<file path="src/rtl/wrom_pkg.sv">
// Shared types, sizes and helper functions for the outline marker.
// Depends on nothing; every other file imports it.
package wrom_pkg;

    localparam int MAX_WIDTH    = 1024;
    localparam int MAX_HEIGHT   = 4096;
    localparam int COL_W        = $clog2(MAX_WIDTH);
    localparam int ROW_W        = $clog2(MAX_HEIGHT);
    localparam int WIDTH_REG_W  = 11;
    localparam int HEIGHT_REG_W = 13;
    localparam int CFG_DATA_W   = 13;
    localparam int CFG_IDX_W    = 2;
    localparam int QDEPTH       = 4;
    localparam int QAW          = $clog2(QDEPTH);

    localparam logic [CFG_IDX_W-1:0] CFG_WIDTH  = CFG_IDX_W'(0);
    localparam logic [CFG_IDX_W-1:0] CFG_HEIGHT = CFG_IDX_W'(1);

    typedef logic [23:0] t_pix;

    localparam t_pix WHITE_PIX = 24'hFFFFFF;
    localparam t_pix MARK_PIX  = 24'hFF0000;

    // One input pixel with its neighbourhood, captured at accept.
    typedef struct packed {
        t_pix pix;
        t_pix up;
        t_pix old;
        t_pix al;
        t_pix cw0;
        t_pix cw1;
        logic r1;
        logic r2;
        logic c1;
        logic c2;
        logic rt_ok;
        logic last_row;
        logic frame_last;
    } t_desc;

    // All result pixels caused by one input pixel.
    typedef struct packed {
        logic [2:0][23:0] pix;
        logic [1:0]       last_idx;
        logic             fend;
    } t_group;

    typedef struct packed {
        logic   valid;
        t_group grp;
    } t_push;

    typedef struct packed {
        logic           empty;
        logic [QAW:0]   count;
    } t_qstat;

    function automatic logic f_white(input logic ok, input t_pix p);
        return ok && (p == WHITE_PIX);
    endfunction

    function automatic t_pix f_decide(input t_pix self,
                                      input logic up_ok, input t_pix up,
                                      input logic dn_ok, input t_pix dn,
                                      input logic lf_ok, input t_pix lf,
                                      input logic rt_ok, input t_pix rt);
        logic hit;
        hit = f_white(up_ok, up) || f_white(dn_ok, dn) ||
              f_white(lf_ok, lf) || f_white(rt_ok, rt);
        if (self == WHITE_PIX) begin
            return self;
        end
        return hit ? MARK_PIX : self;
    endfunction

endpackage

</file>
<file path="src/rtl/wrom_back.sv">
// Back part: steps through the head group one result pixel per beat.
// Uses wrom_pkg for the group and status types.
module wrom_back (
    input  logic              i_clk,
    input  logic              i_rst_n,
    input  wrom_pkg::t_group  i_head,
    input  wrom_pkg::t_qstat  i_qstat,
    output logic              o_pop,
    output logic              o_out_valid,
    input  logic              i_out_ready,
    output logic [7:0]        o_out_zero,
    output logic [7:0]        o_out_one,
    output logic [7:0]        o_out_two,
    output logic              o_run_end,
    output logic              o_frame_end
);
    import wrom_pkg::*;

    logic [1:0] r_sub;
    t_pix       cur;
    logic       last;

    assign cur         = i_head.pix[r_sub];
    assign last        = (r_sub == i_head.last_idx);
    assign o_out_valid = !i_qstat.empty;
    assign o_out_zero  = cur[7:0];
    assign o_out_one   = cur[15:8];
    assign o_out_two   = cur[23:16];
    assign o_run_end   = last;
    assign o_frame_end = last && i_head.fend;
    assign o_pop       = o_out_valid && i_out_ready && last;

    always_ff @(posedge i_clk) begin
        if (!i_rst_n) begin
            r_sub <= '0;
        end else if (o_out_valid && i_out_ready) begin
            r_sub <= last ? 2'd0 : r_sub + 2'd1;
        end
    end

endmodule

</file>
<file path="config.mk">
export PLATFORM = sky130hd
export DESIGN_NAME = wrom_back
export DESIGN_NICKNAME = d
export VERILOG_FILES = /design/src/rtl/wrom_pkg.sv /design/src/rtl/wrom_back.sv
export SDC_FILE = /design/constraint.sdc
export NUM_CORES = 1
export LEC_CHECK = 0
export BUFFER_PORTS_ARGS = -buffer_cell sky130_fd_sc_hd__buf_2
export CAP_MARGIN = 20
export CORE_MARGIN = 2
export CORE_UTILIZATION = 31
export CTS_BUF_LIST = sky130_fd_sc_hd__clkbuf_8
export DETAILED_ROUTE_END_ITERATION = 7
export PLACE_DENSITY = 0.95
export SLEW_MARGIN = 20
export SYNTH_ARGS = -nofsm -noshare
export SYNTH_HDL_FRONTEND = slang
export SYNTH_SLANG_ARGS = --single-unit
</file>
<file path="constraint.sdc">
create_clock -name i_clk -period 2.08 [get_ports i_clk]
set_input_delay 0.104 -clock i_clk [delete_from_list [all_inputs] [get_ports i_clk]]
set_output_delay 0.104 -clock i_clk [all_outputs]
set_load 0.005 [all_outputs]
</file>
==> results.md <==
- Outcome: finished clean
- CTS root buffer: clkbuf_8
- Worst Reg2Reg Path Length in Cells: 4
- Largest net degree at the start of global routing: 30
- Antenna violations before repair: 0
- Fin nets: 287
- PostCTS Resize Cnt: 0
- R2r startpoint: r_sub[0]
- Number of I/O pins: 110
- Mapped Avg Cell Area: 6.79 sq um
- H-Tree Depth: 1
- Largest Register: r_sub
- HPWL after DPL: 2130 um
- Crit Path Max Fanout: 29
- Leading registers by flop count: r_sub (2)
- CTS tree: done
- Setup crit end: o_frame_end
- IO buf count: 106
- Vias in the first global route: 1,067
- Synth top area share: 0.376
- Synth Cell Area: 666 sq um
- Storage element area: 40.0 sq um
- Slowest cell on the critical path: buf_4
- RSZ-0062 raised after global routing: no
- Fill cells: 191
- Worst-Skew Late Latency: 210 ps
- Most frequent cells in the layout: 106 x buf_2, 26 x nand2_1, 25 x mux2i_1
- Core Area: 2000 sq um
- IR drop worst, VDD: 0.268 mV
- Static Leakage: 0.000637 uW
- Synth warn: 0
- Fraction of layout instances using a drive strength above 1: 0.571
- Total grt overflow: 0
- Initial Util: 0.332
- Synth area leader: mux2i_1
- Sequential element share of the synthesized area: 0.0602
- Cell variety after synth: 18
- Synth Register Bits: 2
- PD cells: 338 nW/um^2
- Int Pwr: 294 uW
- DIE HEIGHT: 50.3 um
- ANT nets after route: 0
- Drt first pass iters: 4
- Hold_buf cts: 0
- Max Cap Viol: 0
- First-pass GRT wire length: 3970 um
- # rows: 16
- Die ar.: 2530 sq um
- Tightest Pin Transition: 441 ps
- Routed len/inst: 11.2 um
- Total CTS buffers: 3
- Total GRT Usage: 0.197
- Relative slew slack: 0.706
- CP Data Arrival Time: 1540 ps
- R2R Path End: r_sub[1]
- Multi-input logic area: 549 sq um
- 1st-iter DRT viols: 13
- Synth-to-Final Area Change: 85.7%
- Critical Path RT: 1980 ps
- Max Slew Vio Count: 0
- Max Freq: 0.608 GHz
- Crit. End Element: primary output
- Critical path's largest stage delay: 400 ps
- Final setup fails: 0
- DRT Wirelength: 2580 um
- Worst hold path type: in2reg
- Clock skew: 1.68 ps
- Worst Path Buf+Inv: 2
- Commonest non-fill, non-tap cell in the layout: buf_2
- Setup TNS: 0 ps
- Post-synthesis net count: 180
- Total clock sinks: 2
- CP Cell Sequence: buf_4 > xor2_1 > nor2_2 > and2_1 > buf_2
- Area contributors post-synth: mux2i_1 38%, nand2_1 15%, o21ai_1 14%
- Bufs on Longest Clock Path: 2
- CP delay by family, top: buffers and inverters
- Max reg flops: 2
- Hold Crit Depth: 3
- Crit start category: register
- Clk slew on worst S/H paths: 30 ps
- Period utilisation layout: 0.791
- DRC: 0
- Critical path depth: 5
- Synth Instances: 98
- Period minus WS final: 1640 ps
- Clock share of power: 0.357
- Reg2reg setup slack: 780 ps
- Final hold viol count: 0
- Sw Pwr: 124 uW
- Vias: 1,088
- GP Congestion: 0.776
- Combinational Power Share: 0.542
- Reg power frac: 0.101
- Hold slack: 182 ps
- Vias per cell: 4.73
- Sw frac: 0.297
- Critical path type: reg2out
- Post-CTS setup buffer count: 0
- Crit. Startpoint: r_sub[0]
- Die X: 50.3 um
- Antenna diode count: 0
[Yosys cell counts (all sizes together)]
cell type and n:
o21ai 25, xor2 2, nand3b 1, o22ai 1, and2b 1, inv 1, clkbuf 2, mux2i 25
a211oi 1, nand2 26, nor2b 1, nor2 1, buf 7, dfxtp 2, and2 2
[worst min-delay path by stage]
stage / start / endpoint / slack [ps]
finish: i_rst_n / r_sub[0] / 180
CTS: i_rst_n / r_sub[0] / 180
global placement: i_rst_n / r_sub[1] / 400
floorplan: i_qstat[3] / o_out_valid / 230
global route: i_rst_n / r_sub[1] / 200
detailed placement: i_rst_n / r_sub[0] / 400
[kinds of logic (layout without fill, tap and decap cells)]
kind of cell,Yosys count,after routing,share of synthesized area
simple gates,32,32,0.207
compound gates,27,27,0.216
mux,25,25,0.376
buf+inv,10,115,0.115
xor+xnor,2,2,0.0263
flops,2,2,0.0602
[layer usage]
metal / track usage / vias up / wire (um)
li1: - / 553 / -
met1: 0.165 / 471 / 908
met2: 0.425 / 62 / 1380
met3: 0.0536 / 2 / 274
met4: 0.0631 / 0 / 19
met5: 0 / - / 0
[per-stage QoR]
| step | setup slack, ps | total power [uW] | util | instance area [sq um] | cells |
|---|---|---|---|---|---|
| finish | 436 | 418 | 0.618 | 1240 | 230 |
| global route | 316 | 450 | 0.618 | 1240 | 230 |
| CTS | 447 | 423 | 0.618 | 1240 | 230 |
| detailed placement | 665 | 270 | 0.597 | 1190 | 227 |
| global placement | 693 | 265 | 0.597 | 1190 | 227 |
| floorplan | 1010 | 148 | - | 666 | 98 |
[power by group through the flow]
stage                     clock [uW]  combinational, uW  sequential, uW
after CTS                        153                228            42.1
after global routing             157                251            42.2
final                            149                227            42.0
after floorplan                    0                106            42.1
after detailed placement           0                228            42.5
after global placement             0                222            42.4
[final cells by class]
cell class,instances,share of cell area
Sequential cell,2,0.0324
Tap cell,27,0.0273
Timing Repair Buffer,111,0.460
Inverter,1,0.00304
Clock buffer,3,0.0334
Multi-Input combinational cell,86,0.444
[tightest hold or removal path: stages]
cell	delay, ps
buf_2	110
nand2_1	60
o22ai_1	60
Power figures use the tool's default switching activity.
