===== src/rtl/wrom_pkg.sv =====
// Shared types, sizes and helper functions for the outline marker.
// Depends on nothing; every other file imports it.
package wrom_pkg;

    localparam int MAX_WIDTH    = 1024;
    localparam int MAX_HEIGHT   = 4096;
    localparam int COL_W        = $clog2(MAX_WIDTH);
    localparam int ROW_W        = $clog2(MAX_HEIGHT);
    localparam int WIDTH_REG_W  = 11;
    localparam int HEIGHT_REG_W = 13;
    localparam int CFG_DATA_W   = 13;
    localparam int CFG_IDX_W    = 2;
    localparam int QDEPTH       = 4;
    localparam int QAW          = $clog2(QDEPTH);

    localparam logic [CFG_IDX_W-1:0] CFG_WIDTH  = CFG_IDX_W'(0);
    localparam logic [CFG_IDX_W-1:0] CFG_HEIGHT = CFG_IDX_W'(1);

    typedef logic [23:0] t_pix;

    localparam t_pix WHITE_PIX = 24'hFFFFFF;
    localparam t_pix MARK_PIX  = 24'hFF0000;

    // One input pixel with its neighbourhood, captured at accept.
    typedef struct packed {
        t_pix pix;
        t_pix up;
        t_pix old;
        t_pix al;
        t_pix cw0;
        t_pix cw1;
        logic r1;
        logic r2;
        logic c1;
        logic c2;
        logic rt_ok;
        logic last_row;
        logic frame_last;
    } t_desc;

    // All result pixels caused by one input pixel.
    typedef struct packed {
        logic [2:0][23:0] pix;
        logic [1:0]       last_idx;
        logic             fend;
    } t_group;

    typedef struct packed {
        logic   valid;
        t_group grp;
    } t_push;

    typedef struct packed {
        logic           empty;
        logic [QAW:0]   count;
    } t_qstat;

    function automatic logic f_white(input logic ok, input t_pix p);
        return ok && (p == WHITE_PIX);
    endfunction

    function automatic t_pix f_decide(input t_pix self,
                                      input logic up_ok, input t_pix up,
                                      input logic dn_ok, input t_pix dn,
                                      input logic lf_ok, input t_pix lf,
                                      input logic rt_ok, input t_pix rt);
        logic hit;
        hit = f_white(up_ok, up) || f_white(dn_ok, dn) ||
              f_white(lf_ok, lf) || f_white(rt_ok, rt);
        if (self == WHITE_PIX) begin
            return self;
        end
        return hit ? MARK_PIX : self;
    endfunction

endpackage


===== src/rtl/wrom_queue.sv =====
// Short queue of result groups between the front and back parts.
// Uses wrom_pkg for the group type and depth.
module wrom_queue (
    input  logic              i_clk,
    input  logic              i_rst_n,
    input  wrom_pkg::t_push   i_push,
    input  logic              i_pop,
    output wrom_pkg::t_group  o_head,
    output wrom_pkg::t_qstat  o_qstat
);
    import wrom_pkg::*;

    t_group          r_mem [QDEPTH];
    logic [QAW-1:0]  r_wp, r_rp;
    logic [QAW:0]    r_cnt, n_cnt;

    assign o_head        = r_mem[r_rp];
    assign o_qstat.count = r_cnt;
    assign o_qstat.empty = (r_cnt == '0);

    always_comb begin
        n_cnt = r_cnt;
        if (i_push.valid && !i_pop) begin
            n_cnt = r_cnt + (QAW+1)'(1);
        end else if (!i_push.valid && i_pop) begin
            n_cnt = r_cnt - (QAW+1)'(1);
        end
    end

    always_ff @(posedge i_clk) begin
        if (!i_rst_n) begin
            r_wp  <= '0;
            r_rp  <= '0;
            r_cnt <= '0;
        end else begin
            r_cnt <= n_cnt;
            if (i_push.valid) begin
                r_wp <= r_wp + QAW'(1);
            end
            if (i_pop) begin
                r_rp <= r_rp + QAW'(1);
            end
        end
    end

    always_ff @(posedge i_clk) begin
        if (i_push.valid) begin
            r_mem[r_wp] <= i_push.grp;
        end
    end

endmodule


===== config.mk =====
export PLATFORM = sky130hd
export DESIGN_NAME = wrom_queue
export DESIGN_NICKNAME = d
export VERILOG_FILES = /design/src/rtl/wrom_pkg.sv /design/src/rtl/wrom_queue.sv
export SDC_FILE = /design/constraint.sdc
export NUM_CORES = 1
export LEC_CHECK = 0
export BUFFER_PORTS_ARGS = -buffer_cell sky130_fd_sc_hd__buf_2
export CAP_MARGIN = 0
export CELL_PAD_IN_SITES_DETAIL_PLACEMENT = 1
export CELL_PAD_IN_SITES_GLOBAL_PLACEMENT = 2
export CORE_MARGIN = 2
export CORE_UTILIZATION = 40
export DETAILED_ROUTE_END_ITERATION = 12
export PLACE_DENSITY = 0.73
export SLEW_MARGIN = 10
export SYNTH_ARGS = -nofsm -noshare
export SYNTH_HDL_FRONTEND = slang
export SYNTH_SLANG_ARGS = --single-unit

===== constraint.sdc =====
create_clock -name i_clk -period 3.7 [get_ports i_clk]
set_input_delay 0.185 -clock i_clk [delete_from_list [all_inputs] [get_ports i_clk]]
set_output_delay 0.185 -clock i_clk [all_outputs]
set_load 0.01 [all_outputs]

==> out/metrics.csv <==
metric;value;unit
setup TNS;0;ps
Final GP Congestion;0.7409;
vias;5341;
Pre-Repair DR Iteration Count;4;
residual DRC count;0;
mux cell area share after synthesis;0.1518;
Hold Vio Cnt, Final;0;
number of library cell types mapped by synthesis;20;
worst vdd ir;0.2622;mV
synth warn;0;
Max-Cap Viols;0;
first-pass GRT wire length;34.93;mm
CTS root buf;clkbuf_16;
Reg area;9196;sq um
r2r setup slk;1730;ps
area delta synth->final;27.37;%
Clock Pin Slew Worst Setup and Hold Paths;60;ps
via/cell ratio;4.860;
post-CTS sizing;0;
Critical R2R Capture;r_mem[0][52];
ys async rst share;0;
Psw;1.733;mW
grt ovf;0;
Synth Instances;433;
Die Ht;171.8;um
Post-synth EDFFs;300;
CTS HTree Levels;1;
met1 track demand over resource;0.2100;
CTS Hold Bufs;76;
most repeated cell in the gate-level netlist after synthesis;edfxtp_1;
simple-gate share of the synthesized area;0.007448;
syn_area_per_cell;25.99;sq um
Yosys top cell area share;0.8004;
skew final;17.04;ps
DR iter-0 viols;420;
startpoint types;flip-flop;
initial antenna violation count;3;
Global Route met2 Usage;0.2663;
leading cell types by count after synthesis;edfxtp_1, mux4_2, and2_1, dfxtp_1;
# setup viols final;0;
Setup crit end kind;primary output;
drt wl/cell;21.02;um
P_int;6.343;mW
post-synth top area cell;edfxtp_1;
Util after Layout;0.5160;
Leak;4.891;nW
I/O pin total;158;
row count;61;
sequential power share;0.507;
crit share post-route;0.6911;
core area;27780;sq um
Initial Util;0.4052;
clock sink total;309;
power per cell area;563.4;nW/um^2
# fillers;2508;
total track usage;0.1574;
Die X;171.8;um
Comb power frac;0.097;
CTS tree;built;
Reg2Reg Launch Point;r_wp[0];
share of post-route cells with drive strength above 1;0.4178;
mapped cell area;11260;sq um
top post-synthesis cells by area;edfxtp_1, mux4_2, dfxtp_1;
CP Capture Point;o_head[66];
layout net count;779;
vias in the first global route;6048;
dpl hpwl;14.05;mm
Setup Crit Path Kind;flip-flop to primary output;
Synth Area in XOR/XNOR;0.003891;
Seq cells post-synth;309;
Slew HR;0.4844;
Setup Buffers After CTS;0;
final slew viol count;0;
die area;29500;sq um
part of the Yosys area used for sequential elements;0.8164;
Clk Latency, worst-skew pair;550;ps
busiest grt layer;met2;
largest family of logic cells by synthesized area;multiplexers;
adder-cell share of the synthesized area;0.007337;
sw frac;0.2146;
Syn Nets;518;
Max FO, Critical Path;21;
port bufs;157;
Worst Hold Launch;i_pop;
total CTS buffers;30;
post-route ant nets;0;
CP arrival;2370;ps
RSZ-0062 raised after global routing;false;
Max Fclk;0.3911;GHz
Top FF cell, synth;edfxtp_1;
Clk pwr share;0.396;
Routed WL;23.10;mm
Synth Area in Compound Gates;0.001112;
Longest Clk Path Bufs;3;
Tmin final;2557;ps
multi-input logic area;1942;sq um
Worst Path Required;3510;ps
worst-case reg-to-reg path depth;4;
Hold/Removal Path Class;input port to flip-flop;
pin count of the biggest net entering global routing;46;
outcome;completed;
Slew @ Worst Pin;773.4;ps
met3 Track Usage GR;0.03590;
cell type report:
cell class                      count  share of cell area
Timing Repair Buffer              245              0.1150
Antenna cell                        3           0.0005237
Tap cell                          378             0.03299
Clock inverter                     25             0.01938
Inverter                            4            0.001047
Sequential cell                   309              0.6415
Multi-Input combinational cell    104              0.1355
Clock buffer                       31             0.05411
worst min-delay path by stage:
stage	endpoint	slack (ps)	depth (start not counted)
after floorplan	r_mem[0][0]	280	0
final	r_rp[0]	30	3
after CTS	r_rp[0]	10	3
after global placement	r_mem[0][72]	390	1
after global routing	r_rp[0]	50	3
after detailed placement	r_mem[2][27]	400	1
cell usage in the layout, fill, tap and decap left out, drive strengths merged, types with 2 or more instances in the layout:
master       count
xnor2            2
inv              4
buf            169
edfxtp         300
ha               5
xor2             3
clkinv          15
dfxtp            9
nor2b            2
mux2i            2
clkbuf          31
and2             9
clkinvlp         4
dlygate4sd3     76
bufinv           6
diode            3
mux4            75
critical path, stage by stage (launching register included):
cell and delay, ps:
dfxtp_4 630, buf_4 440, mux4_2 570, buf_2 160
through the flow:
| step | std cells | worst slack, ps | hold slack, ps | cell area [sq um] | total power, mW |
|---|---|---|---|---|---|
| 2_1_floorplan | 433 | 966.4 | 283.9 | 11260 | 4.581 |
| 3_3_place_gp | 964 | 1696 | 394.3 | 12510 | 4.873 |
| 3_5_place_dp | 964 | 1644 | 402.5 | 12510 | 4.908 |
| 4_1_cts | 1096 | 1056 | 12.28 | 14330 | 8.186 |
| 5_1_grt | 1099 | 948.8 | 47.39 | 14340 | 8.370 |
| 6_report | 1099 | 1143 | 34.86 | 14340 | 8.077 |
per-layer routing:
layer,vias to the layer above,routed length (um)
met5,-,0
met4,0,349
met3,29,1429
met2,170,11500
met1,2769,9822
li1,2373,-
kinds of logic after synthesis:
logic type	after synthesis
AO/OA/AOI/OAI	2
XOR/XNOR	5
adder cells (fa/ha/maj)	6
buffers and inverters	20
flip-flops	309
multiplexers	77
AND/OR/NAND/NOR	14
registers in the layout, summed over array words and instances, names as in the netlist, named ones only:
| name | cells |
|---|---|
| r_wp | 2 |
| r_mem | 300 |
| r_cnt | 3 |
| r_rp | 2 |
power by group through the flow:
stage | registers (mW) | logic (mW) | clock network [mW]
CTS | 4.10 | 0.803 | 3.28
global route | 4.11 | 0.854 | 3.41
floorplan | 4.13 | 0.446 | 0
finish | 4.09 | 0.782 | 3.20
detailed placement | 4.17 | 0.736 | 0
global placement | 4.16 | 0.714 | 0
(Power assumes the default switching activity.)
